$ cat config.mk
export PLATFORM = sky130hd
export DESIGN_NAME = breathing_led_pulse_encoder
export DESIGN_NICKNAME = d
export VERILOG_FILES = /design/src/hdl/blpe_pkg.sv /design/src/hdl/blpe_serdiv.sv /design/src/hdl/breathing_led_pulse_encoder.sv
export SDC_FILE = /design/constraint.sdc
export NUM_CORES = 1
export LEC_CHECK = 0
export BUFFER_PORTS_ARGS = -buffer_cell sky130_fd_sc_hd__buf_2
export CORE_UTILIZATION = 45
export DETAILED_ROUTE_END_ITERATION = 10
export PLACE_DENSITY = 0.71
export SETUP_SLACK_MARGIN = 0.02
export SLEW_MARGIN = 20
export SYNTH_ARGS = -nofsm -noshare
export SYNTH_HDL_FRONTEND = slang
export SYNTH_SLANG_ARGS = --single-unit
$ cat constraint.sdc
create_clock -name clock -period 12.8 [get_ports clock]
set_clock_uncertainty 0.05 [all_clocks]
set_input_delay 3.2 -clock clock [delete_from_list [all_inputs] [get_ports clock]]
set_output_delay 3.2 -clock clock [all_outputs]
set_load 0.03 [all_outputs]
$ cat src/hdl/blpe_pkg.sv
package blpe_pkg;

   // field widths
   localparam int NOW_W    = 32;
   localparam int COLOR_W  = 24;
   localparam int CHAN_W   = 8;
   localparam int HALF_W   = 15;
   localparam int INTV_W   = 16;
   localparam int TICK_W   = 8;
   localparam int CSR_IDX_W = 3;
   localparam int CSR_DATA_W = 16;

   localparam int BITS_PER_FRAME_DEF = 24;

   // serial divider
   localparam int DIV_NUM_W  = 32;
   localparam int DIV_DEN_W  = 16;
   localparam int DIV_STEP_W = 6;

   localparam logic [DIV_STEP_W-1:0] MOD_STEPS   = 6'd32;  // now_ms mod period
   localparam logic [DIV_STEP_W-1:0] WAVE_STEPS  = 6'd23;  // fold * 255 / half
   localparam logic [DIV_STEP_W-1:0] SCALE_STEPS = 6'd16;  // span * wave / 255

   localparam logic [DIV_DEN_W-1:0] FULL_SCALE = 16'd255;

   // register indexes
   localparam logic [CSR_IDX_W-1:0] CSR_HALF_PERIOD = 3'd0;
   localparam logic [CSR_IDX_W-1:0] CSR_MIN_LEVEL   = 3'd1;
   localparam logic [CSR_IDX_W-1:0] CSR_MAX_LEVEL   = 3'd2;
   localparam logic [CSR_IDX_W-1:0] CSR_INTERVAL    = 3'd3;
   localparam logic [CSR_IDX_W-1:0] CSR_LONG_TICKS  = 3'd4;
   localparam logic [CSR_IDX_W-1:0] CSR_SHORT_TICKS = 3'd5;

   // register reset values
   localparam logic [HALF_W-1:0] HALF_PERIOD_RST = 15'd1200;
   localparam logic [CHAN_W-1:0] MIN_LEVEL_RST   = 8'd8;
   localparam logic [CHAN_W-1:0] MAX_LEVEL_RST   = 8'd96;
   localparam logic [INTV_W-1:0] INTERVAL_RST    = 16'd60;
   localparam logic [TICK_W-1:0] LONG_TICKS_RST  = 8'd8;
   localparam logic [TICK_W-1:0] SHORT_TICKS_RST = 8'd4;

   typedef struct packed {
      logic                  start;
      logic [DIV_STEP_W-1:0] steps;
   } div_ctrl_type;

endpackage

$ cat src/hdl/blpe_serdiv.sv
// Restoring divider, one quotient bit per cycle. The numerator comes in
// left-aligned; once 'steps' bits are shifted in, the quotient sits in the low bits.
module blpe_serdiv (
   input  logic                                clock,
   input  logic                                reset,
   input  blpe_pkg::div_ctrl_type              ctrl,
   input  logic [blpe_pkg::DIV_NUM_W-1:0]      num,
   input  logic [blpe_pkg::DIV_DEN_W-1:0]      den,
   output logic                                done,
   output logic [blpe_pkg::DIV_NUM_W-1:0]      quot,
   output logic [blpe_pkg::DIV_DEN_W-1:0]      rem
);

   logic [blpe_pkg::DIV_NUM_W-1:0]  shift_ff, shift_in;
   logic [blpe_pkg::DIV_DEN_W-1:0]  rem_ff, rem_in;
   logic [blpe_pkg::DIV_DEN_W-1:0]  den_ff, den_in;
   logic [blpe_pkg::DIV_STEP_W-1:0] cnt_ff, cnt_in;
   logic                            busy_ff, busy_in;
   logic                            done_ff, done_in;
   logic [blpe_pkg::DIV_DEN_W:0]    trial;
   logic                            fits;

   assign trial = {rem_ff, shift_ff[blpe_pkg::DIV_NUM_W-1]};
   assign fits  = trial >= {1'b0, den_ff};

   always_comb begin
      shift_in = shift_ff;
      rem_in   = rem_ff;
      den_in   = den_ff;
      cnt_in   = cnt_ff;
      busy_in  = busy_ff;
      done_in  = 1'b0;
      if (ctrl.start) begin
         shift_in = num;
         rem_in   = '0;
         den_in   = den;
         cnt_in   = ctrl.steps;
         busy_in  = 1'b1;
      end else if (busy_ff) begin
         shift_in = {shift_ff[blpe_pkg::DIV_NUM_W-2:0], fits};
         rem_in   = fits ? blpe_pkg::DIV_DEN_W'(trial - {1'b0, den_ff})
                         : trial[blpe_pkg::DIV_DEN_W-1:0];
         cnt_in   = cnt_ff - 1'b1;
         if (cnt_ff == blpe_pkg::DIV_STEP_W'(1)) begin
            busy_in = 1'b0;
            done_in = 1'b1;
         end
      end
   end

   always_ff @(posedge clock) begin
      if (reset) begin
         busy_ff <= 1'b0;
         done_ff <= 1'b0;
         cnt_ff  <= '0;
      end else begin
         busy_ff <= busy_in;
         done_ff <= done_in;
         cnt_ff  <= cnt_in;
      end
      shift_ff <= shift_in;
      rem_ff   <= rem_in;
      den_ff   <= den_in;
   end

   assign done = done_ff;
   assign quot = shift_ff;
   assign rem  = rem_ff;

endmodule

$ cat src/hdl/breathing_led_pulse_encoder.sv
// Breathing LED pulse encoder.
// req_* carries one transaction: a breathing tick (req_kind 0, req_now_ms) or
// a direct color write (req_kind 1, req_red/green/blue). Each accepted
// transaction that is not dropped yields BITS_PER_FRAME rsp_* transactions,
// one per pulse symbol, GRB order MSB first, rsp_last on the final one.
// csr_* writes a register at any edge with csr_we high; write only while idle.
// A tick whose elapsed time is below the update interval gives no symbols.
// Direct write: first symbol in the cycle after accept. Tick: an interval
// check, then up to three passes through one bit-serial divider (phase,
// triangle wave, level scaling; scaling is skipped when the max level is
// below the min) before the first symbol. Symbols then go out one per
// cycle while rsp_stall is low. One transaction at a time: req_stall stays
// high until the last symbol of a frame is taken, also while rsp_stall holds
// the output, or until a dropped tick is checked. A stalled symbol holds.
// Reset (synchronous) returns registers to their defaults, clears the last
// update time to zero and empties the block.
module breathing_led_pulse_encoder #(
   parameter int BITS_PER_FRAME = blpe_pkg::BITS_PER_FRAME_DEF
) (
   input  logic                                  clock,
   input  logic                                  reset,
   input  logic                                  req_valid,
   output logic                                  req_stall,
   input  logic                                  req_kind,
   input  logic [blpe_pkg::NOW_W-1:0]            req_now_ms,
   input  logic [blpe_pkg::CHAN_W-1:0]           req_red,
   input  logic [blpe_pkg::CHAN_W-1:0]           req_green,
   input  logic [blpe_pkg::CHAN_W-1:0]           req_blue,
   output logic                                  rsp_valid,
   input  logic                                  rsp_stall,
   output logic                                  rsp_data_bit,
   output logic [blpe_pkg::TICK_W-1:0]           rsp_high_ticks,
   output logic [blpe_pkg::TICK_W-1:0]           rsp_low_ticks,
   output logic                                  rsp_last,
   input  logic                                  csr_we,
   input  logic [blpe_pkg::CSR_IDX_W-1:0]        csr_index,
   input  logic [blpe_pkg::CSR_DATA_W-1:0]       csr_wdata
);

   localparam int CNT_W = $clog2(BITS_PER_FRAME);
   localparam int PAD_W = BITS_PER_FRAME - blpe_pkg::COLOR_W;

   typedef enum logic [5:0] {
      ST_IDLE  = 6'b000001,
      ST_CHECK = 6'b000010,
      ST_MOD   = 6'b000100,
      ST_WAVE  = 6'b001000,
      ST_SCALE = 6'b010000,
      ST_SEND  = 6'b100000
   } state_type;

   function automatic logic [BITS_PER_FRAME-1:0] frame_word(
      input logic [blpe_pkg::COLOR_W-1:0] grb
   );
      frame_word = BITS_PER_FRAME'(grb) << PAD_W;
   endfunction

   state_type state_ff, state_in;

   logic [blpe_pkg::NOW_W-1:0]  now_ff, now_in;
   logic [blpe_pkg::NOW_W-1:0]  last_ff, last_in;
   logic [BITS_PER_FRAME-1:0]   frame_ff, frame_in;
   logic [CNT_W-1:0]            sym_cnt_ff, sym_cnt_in;

   logic [blpe_pkg::HALF_W-1:0] half_ff, half_in;
   logic [blpe_pkg::CHAN_W-1:0] min_ff, min_in;
   logic [blpe_pkg::CHAN_W-1:0] max_ff, max_in;
   logic [blpe_pkg::INTV_W-1:0] intv_ff, intv_in;
   logic [blpe_pkg::TICK_W-1:0] long_ff, long_in;
   logic [blpe_pkg::TICK_W-1:0] short_ff, short_in;

   blpe_pkg::div_ctrl_type          div_ctrl;
   logic [blpe_pkg::DIV_NUM_W-1:0]  div_num;
   logic [blpe_pkg::DIV_DEN_W-1:0]  div_den;
   logic                            div_done;
   logic [blpe_pkg::DIV_NUM_W-1:0]  div_quot;
   logic [blpe_pkg::DIV_DEN_W-1:0]  div_rem;

   logic [blpe_pkg::HALF_W-1:0]     half_eff;
   logic [blpe_pkg::DIV_DEN_W-1:0]  period;
   logic [blpe_pkg::HALF_W-1:0]     fold;
   logic [blpe_pkg::HALF_W+7:0]     fold_x255;
   logic [blpe_pkg::NOW_W-1:0]      elapsed;
   logic [blpe_pkg::CHAN_W-1:0]     span;
   logic [2*blpe_pkg::CHAN_W-1:0]   prod;
   logic                            sym_last;

   blpe_serdiv u_div (
      .clock (clock),
      .reset (reset),
      .ctrl  (div_ctrl),
      .num   (div_num),
      .den   (div_den),
      .done  (div_done),
      .quot  (div_quot),
      .rem   (div_rem)
   );

   // zero half period behaves as 1 ms
   assign half_eff  = (half_ff == '0) ? blpe_pkg::HALF_W'(1) : half_ff;
   assign period    = {half_eff, 1'b0};
   assign fold      = (div_rem < {1'b0, half_eff}) ? div_rem[blpe_pkg::HALF_W-1:0]
                                                   : blpe_pkg::HALF_W'(period - div_rem);
   assign fold_x255 = {fold, 8'b0} - {8'b0, fold};
   assign elapsed   = now_ff - last_ff;
   assign span      = max_ff - min_ff;
   assign prod      = {8'b0, span} * {8'b0, div_quot[blpe_pkg::CHAN_W-1:0]};
   assign sym_last  = sym_cnt_ff == CNT_W'(BITS_PER_FRAME - 1);

   always_comb begin
      state_in       = state_ff;
      now_in         = now_ff;
      last_in        = last_ff;
      frame_in       = frame_ff;
      sym_cnt_in     = sym_cnt_ff;
      div_ctrl.start = 1'b0;
      div_ctrl.steps = blpe_pkg::MOD_STEPS;
      div_num        = '0;
      div_den        = '0;
      case (state_ff)
         ST_IDLE: begin
            if (req_valid) begin
               now_in = req_now_ms;
               if (req_kind) begin
                  frame_in   = frame_word({req_green, req_red, req_blue});
                  sym_cnt_in = '0;
                  state_in   = ST_SEND;
               end else begin
                  state_in = ST_CHECK;
               end
            end
         end
         ST_CHECK: begin
            if (elapsed < {16'b0, intv_ff}) begin
               state_in = ST_IDLE;
            end else begin
               last_in        = now_ff;
               div_ctrl.start = 1'b1;
               div_ctrl.steps = blpe_pkg::MOD_STEPS;
               div_num        = now_ff;
               div_den        = period;
               state_in       = ST_MOD;
            end
         end
         ST_MOD: begin
            // remainder is the phase within the period
            if (div_done) begin
               div_ctrl.start = 1'b1;
               div_ctrl.steps = blpe_pkg::WAVE_STEPS;
               div_num        = {fold_x255, 9'b0};
               div_den        = {1'b0, half_eff};
               state_in       = ST_WAVE;
            end
         end
         ST_WAVE: begin
            if (div_done) begin
               if (max_ff >= min_ff) begin
                  div_ctrl.start = 1'b1;
                  div_ctrl.steps = blpe_pkg::SCALE_STEPS;
                  div_num        = {prod, 16'b0};
                  div_den        = blpe_pkg::FULL_SCALE;
                  state_in       = ST_SCALE;
               end else begin
                  frame_in   = frame_word({16'b0, min_ff});
                  sym_cnt_in = '0;
                  state_in   = ST_SEND;
               end
            end
         end
         ST_SCALE: begin
            if (div_done) begin
               frame_in   = frame_word({16'b0, min_ff + div_quot[blpe_pkg::CHAN_W-1:0]});
               sym_cnt_in = '0;
               state_in   = ST_SEND;
            end
         end
         ST_SEND: begin
            if (!rsp_stall) begin
               frame_in   = frame_ff << 1;
               sym_cnt_in = sym_cnt_ff + 1'b1;
               if (sym_last) begin
                  state_in = ST_IDLE;
               end
            end
         end
         default: begin
            state_in = ST_IDLE;
         end
      endcase
   end

   always_comb begin
      half_in  = half_ff;
      min_in   = min_ff;
      max_in   = max_ff;
      intv_in  = intv_ff;
      long_in  = long_ff;
      short_in = short_ff;
      if (csr_we) begin
         case (csr_index)
            blpe_pkg::CSR_HALF_PERIOD: half_in  = csr_wdata[blpe_pkg::HALF_W-1:0];
            blpe_pkg::CSR_MIN_LEVEL:   min_in   = csr_wdata[blpe_pkg::CHAN_W-1:0];
            blpe_pkg::CSR_MAX_LEVEL:   max_in   = csr_wdata[blpe_pkg::CHAN_W-1:0];
            blpe_pkg::CSR_INTERVAL:    intv_in  = csr_wdata;
            blpe_pkg::CSR_LONG_TICKS:  long_in  = csr_wdata[blpe_pkg::TICK_W-1:0];
            blpe_pkg::CSR_SHORT_TICKS: short_in = csr_wdata[blpe_pkg::TICK_W-1:0];
            default: begin
            end
         endcase
      end
   end

   always_ff @(posedge clock) begin
      if (reset) begin
         state_ff   <= ST_IDLE;
         last_ff    <= '0;
         sym_cnt_ff <= '0;
         half_ff    <= blpe_pkg::HALF_PERIOD_RST;
         min_ff     <= blpe_pkg::MIN_LEVEL_RST;
         max_ff     <= blpe_pkg::MAX_LEVEL_RST;
         intv_ff    <= blpe_pkg::INTERVAL_RST;
         long_ff    <= blpe_pkg::LONG_TICKS_RST;
         short_ff   <= blpe_pkg::SHORT_TICKS_RST;
      end else begin
         state_ff   <= state_in;
         last_ff    <= last_in;
         sym_cnt_ff <= sym_cnt_in;
         half_ff    <= half_in;
         min_ff     <= min_in;
         max_ff     <= max_in;
         intv_ff    <= intv_in;
         long_ff    <= long_in;
         short_ff   <= short_in;
      end
      now_ff   <= now_in;
      frame_ff <= frame_in;
   end

   assign req_stall      = state_ff != ST_IDLE;
   assign rsp_valid      = state_ff == ST_SEND;
   assign rsp_data_bit   = frame_ff[BITS_PER_FRAME-1];
   assign rsp_high_ticks = rsp_data_bit ? long_ff : short_ff;
   assign rsp_low_ticks  = rsp_data_bit ? short_ff : long_ff;
   assign rsp_last       = sym_last;

endmodule

==> results.tsv <==
stage	metric	value	unit
clock_network	CTS tree	built	
timing	Max Slew Vio Count	0	
clock_network	root buffer cell	clkbuf_16	
setup_path	Critical-path top delay cell	clkinv_2	
clock_network	clock slew at reported path FFs	60	ps
layout	share of layout cells above drive strength 1	10.7	%
setup_path	WP data arrival	7930	ps
routing	DR WL met2	23.5	mm
place	Port Buf Inserts	100	
routing	max layer used	met4	
clock_network	H-tree depth	1	
die	num rows	72	
logic_synthesis	Distinct cells, synth	84	
pwr	maximum vdd drop	0.000146	V
die	total die area	39900	um^2
logic_synthesis	mux cell area share after synthesis	2.74	%
logic_synthesis	top_reg_cell synth	dfxtp_1	
logic_synthesis	Net Count, Synth	2303	
clock_network	Worst-Skew Late Latency	570	ps
logic_synthesis	largest family of logic cells by synthesized area	compound AO/OA/AOI/OAI gates	
setup_path	CP Max Fanout	51	
setup_path	crit path kind	register to register	
logic_synthesis	Mapped Avg Cell Area	8.66	um^2
logic_synthesis	Yosys reg bits	234	
setup_path	Top Family by Delay on Critical Path	compound AO/OA/AOI/OAI gates	
routing	DRT Pass-1 Iters	7	
routing	total number of vias	15387	
routing	Wirelength per Cell	19.8	um
status	run status	finished clean	
layout	most frequent cells in the layout	nand2_1 (203), inv_1 (194), a21oi_1 (180)	
setup_path	CP startpoint	now_ff[0]	
layout	Layout area overhead	10.4	%
routing	antenna viol nets, final	0	
flow_run	max cap viols	0	
logic_synthesis	register area share after synthesis	32.5	%
layout	Antenna diodes	0	
clock_network	Num CTS Buffers	27	
timing	final setup fails	0	
timing	slew margin rel.	27.9	%
global_routing	remaining global-route overflow	0	
worst_hold_path	hold wc startpoint	intv_ff[9]	
logic_synthesis	Simple-Gate Fraction of Synth Area	17.6	%
worst_hold_path	Tightest Hold Check Type	register to register	
global_routing	total track usage	25.9	%
pwr	PD cells	204	nW/um^2
timing	TNS Setup	0	ps
setup_path	CP required	13110	ps
logic_synthesis	Post-Synth Adder-Cell Area	15.4	%
logic_synthesis	Post-Synth XOR/XNOR Area	4.18	%
die	number of top-level pins	101	
clock_network	CTS sink cnt	234	
global_routing	antenna violations before repair	0	
logic_synthesis	Yosys Warn Count	0	
timing	Hold Fails Final Rpt	0	
logic_synthesis	ys async rst share	0	%
setup_path	kind of end point of the critical path	register	
logic_synthesis	synthesized instance count	2031	
routing	Vias/cell	5.87	
setup_path	reg2reg start	now_ff[0]	
logic_synthesis	Post-Syn Area	17600	um^2
logic_synthesis	number of enable flip-flop cells after synthesis	104	
routing	1st-iter DRT viols	1341	
place	gp weighted congestion	0.945	
layout	Final nets	2354	
clock_network	Max Root-Sink Buffers	3	
clock_network	Hold Buf Count CTS	0	
global_routing	global-route wire length before repair	80.4	mm
die	core box area	38600	um^2
timing	RSZ-0062 raised after global routing	no	
layout	Fill cells	3633	
setup_path	Worst setup SP type	register	
place	Area after DPL	18500	um^2
layout	final instance area	19400	um^2
routing	met1 wire length	23.4	mm
routing	DRT Wirelength	51.9	mm
logic_synthesis	Synth Area in Compound Gates	21.1	%
clock_network	post-CTS setup buffer count	0	
timing	final worst path period need	7620	ps
global_routing	vias in the first global route	14691	
global_routing	pin count of the biggest net entering global routing	64	
setup_path	CP bufs+invs	3	
timing	crit share post-route	59.6	%
layout	commonest non-fill, non-tap cell in the layout	nand2_1	
die	Initial Util	45.5	%
pwr	Lkg Pwr	0.00794	uW
timing	Least-Margin Pin Slew	1080	ps
setup_path	CP max stage delay	920	ps
routing	drc violations	0	
timing	Max Freq	0.131	GHz
setup_path	critical-path cell list	inv_1, ha_1, inv_1, fa_1, a21oi_1, o211ai_2, a21o_1, o21a_1, nor2_1, xnor2_1, ha_1, a211oi_1, o32ai_1, a311oi_1, o2111ai_1, a2111oi_0, nand4_1, or4_1, or4_4, a21oi_2, clkinv_2, o221ai_1	
clock_network	cts repair resizes	0	
die	die width	200	um
place	DPL Wire Length	39.6	mm
routing	metal3 WL	3.57	mm
die	Die H	200	um
-- where the power goes --
group          switching, uW  internal [uW]  total, uW
Sequential               105            883        989
Clock                    331            450        781
Combinational           1360            832       2190
Total                   1800           2170       3960
-- final cells by class --
| type | count | area [um^2] | share of cell area, % |
|---|---|---|---|
| multi-input cells | 1505 | 10800 | 55.5 |
| flip-flops and latches | 234 | 5730 | 29.5 |
| clock buffers | 35 | 737 | 3.79 |
| inverters | 196 | 737 | 3.79 |
| well taps | 518 | 648 | 3.34 |
| repair buffers | 118 | 638 | 3.29 |
| clock inverters | 15 | 154 | 0.792 |
-- stage by stage --
stage          instances  total power [uW]  setup WS, ps  util, %  hold slack (ps)
6_report            2621              3960          5180     50.3              408
5_1_grt             2621              4200          4470     50.3              439
3_3_place_gp        2571              3110          6050     47.9              395
2_1_floorplan       2031              2530          6430        -              386
3_5_place_dp        2571              3130          5810     47.9              399
4_1_cts             2621              3930          5720     50.2              408
-- worst paths after layout --
check / end / slack (ps) / depth (start not counted)
hold / removal: intv_ff[9] / 410 / 2
setup / recovery: u_div.quot[30] / 5180 / 22
hold reg to reg: intv_ff[9] / 410 / 2
setup reg to reg: u_div.quot[30] / 5180 / 22
-- synth_stat cells, drive strengths merged, types with 10 or more instances --
cell type,n,area [um^2]
nor4,15,93.8
a221o,18,180
o32ai,12,105
and2,49,307
o21a,12,90.1
nand2,204,768
nand2b,19,119
inv,195,732
nor3,35,190
a31oi,10,62.6
nand3,70,350
clkbuf,81,304
a21o,33,248
nor2b,20,125
xor2,31,272
a22o,18,158
dfxtp,130,2600
a21oi,183,927
nor2,143,537
xnor2,53,464
fa,41,821
and3,15,93.8
or4,10,78.8
o211ai,18,170
mux2i,28,280
a211oi,32,305
edfxtp,104,3120
nand4,19,125
o21bai,11,82.6
ha,150,1880
nand3b,13,97.6
a211o,14,123
or3,10,62.6
o21ai,91,455
o221ai,11,96.3
mux2,18,203
buf,15,91.3
-- cell families (layout without fill, tap and decap cells) --
kind of cell,after synthesis,in the layout
compound gates,543,543
xor+xnor,84,84
fa+ha+maj,192,192
buf+inv,292,364
flops,234,234
mux,46,46
simple gates,640,640
-- per-layer routing --
metal,global-route usage (%),up-vias
li1,-,7397
met1,35.8,7315
met2,42.1,587
met3,3.81,88
met4,7.01,0
met5,0,-
-- state kept, by name, summed over array words and instances, names as in the netlist --
register and count:
sym_cnt_ff 5, long_ff 8, u_div.rem 16, intv_ff 16
state_ff 6, now_ff 32, frame_ff 24, u_div.done 1
half_ff 15, u_div.busy_ff 1, short_ff 8, max_ff 8
last_ff 32, u_div.cnt_ff 6, u_div.quot 32, min_ff 8
u_div.den_ff 16
-- tightest hold or removal path, cell delays in order, from the launching register on --
cell and delay [ps]:
dfxtp_1 310, nand2_1 50, a21oi_1 50
(Power assumes the default switching activity.)
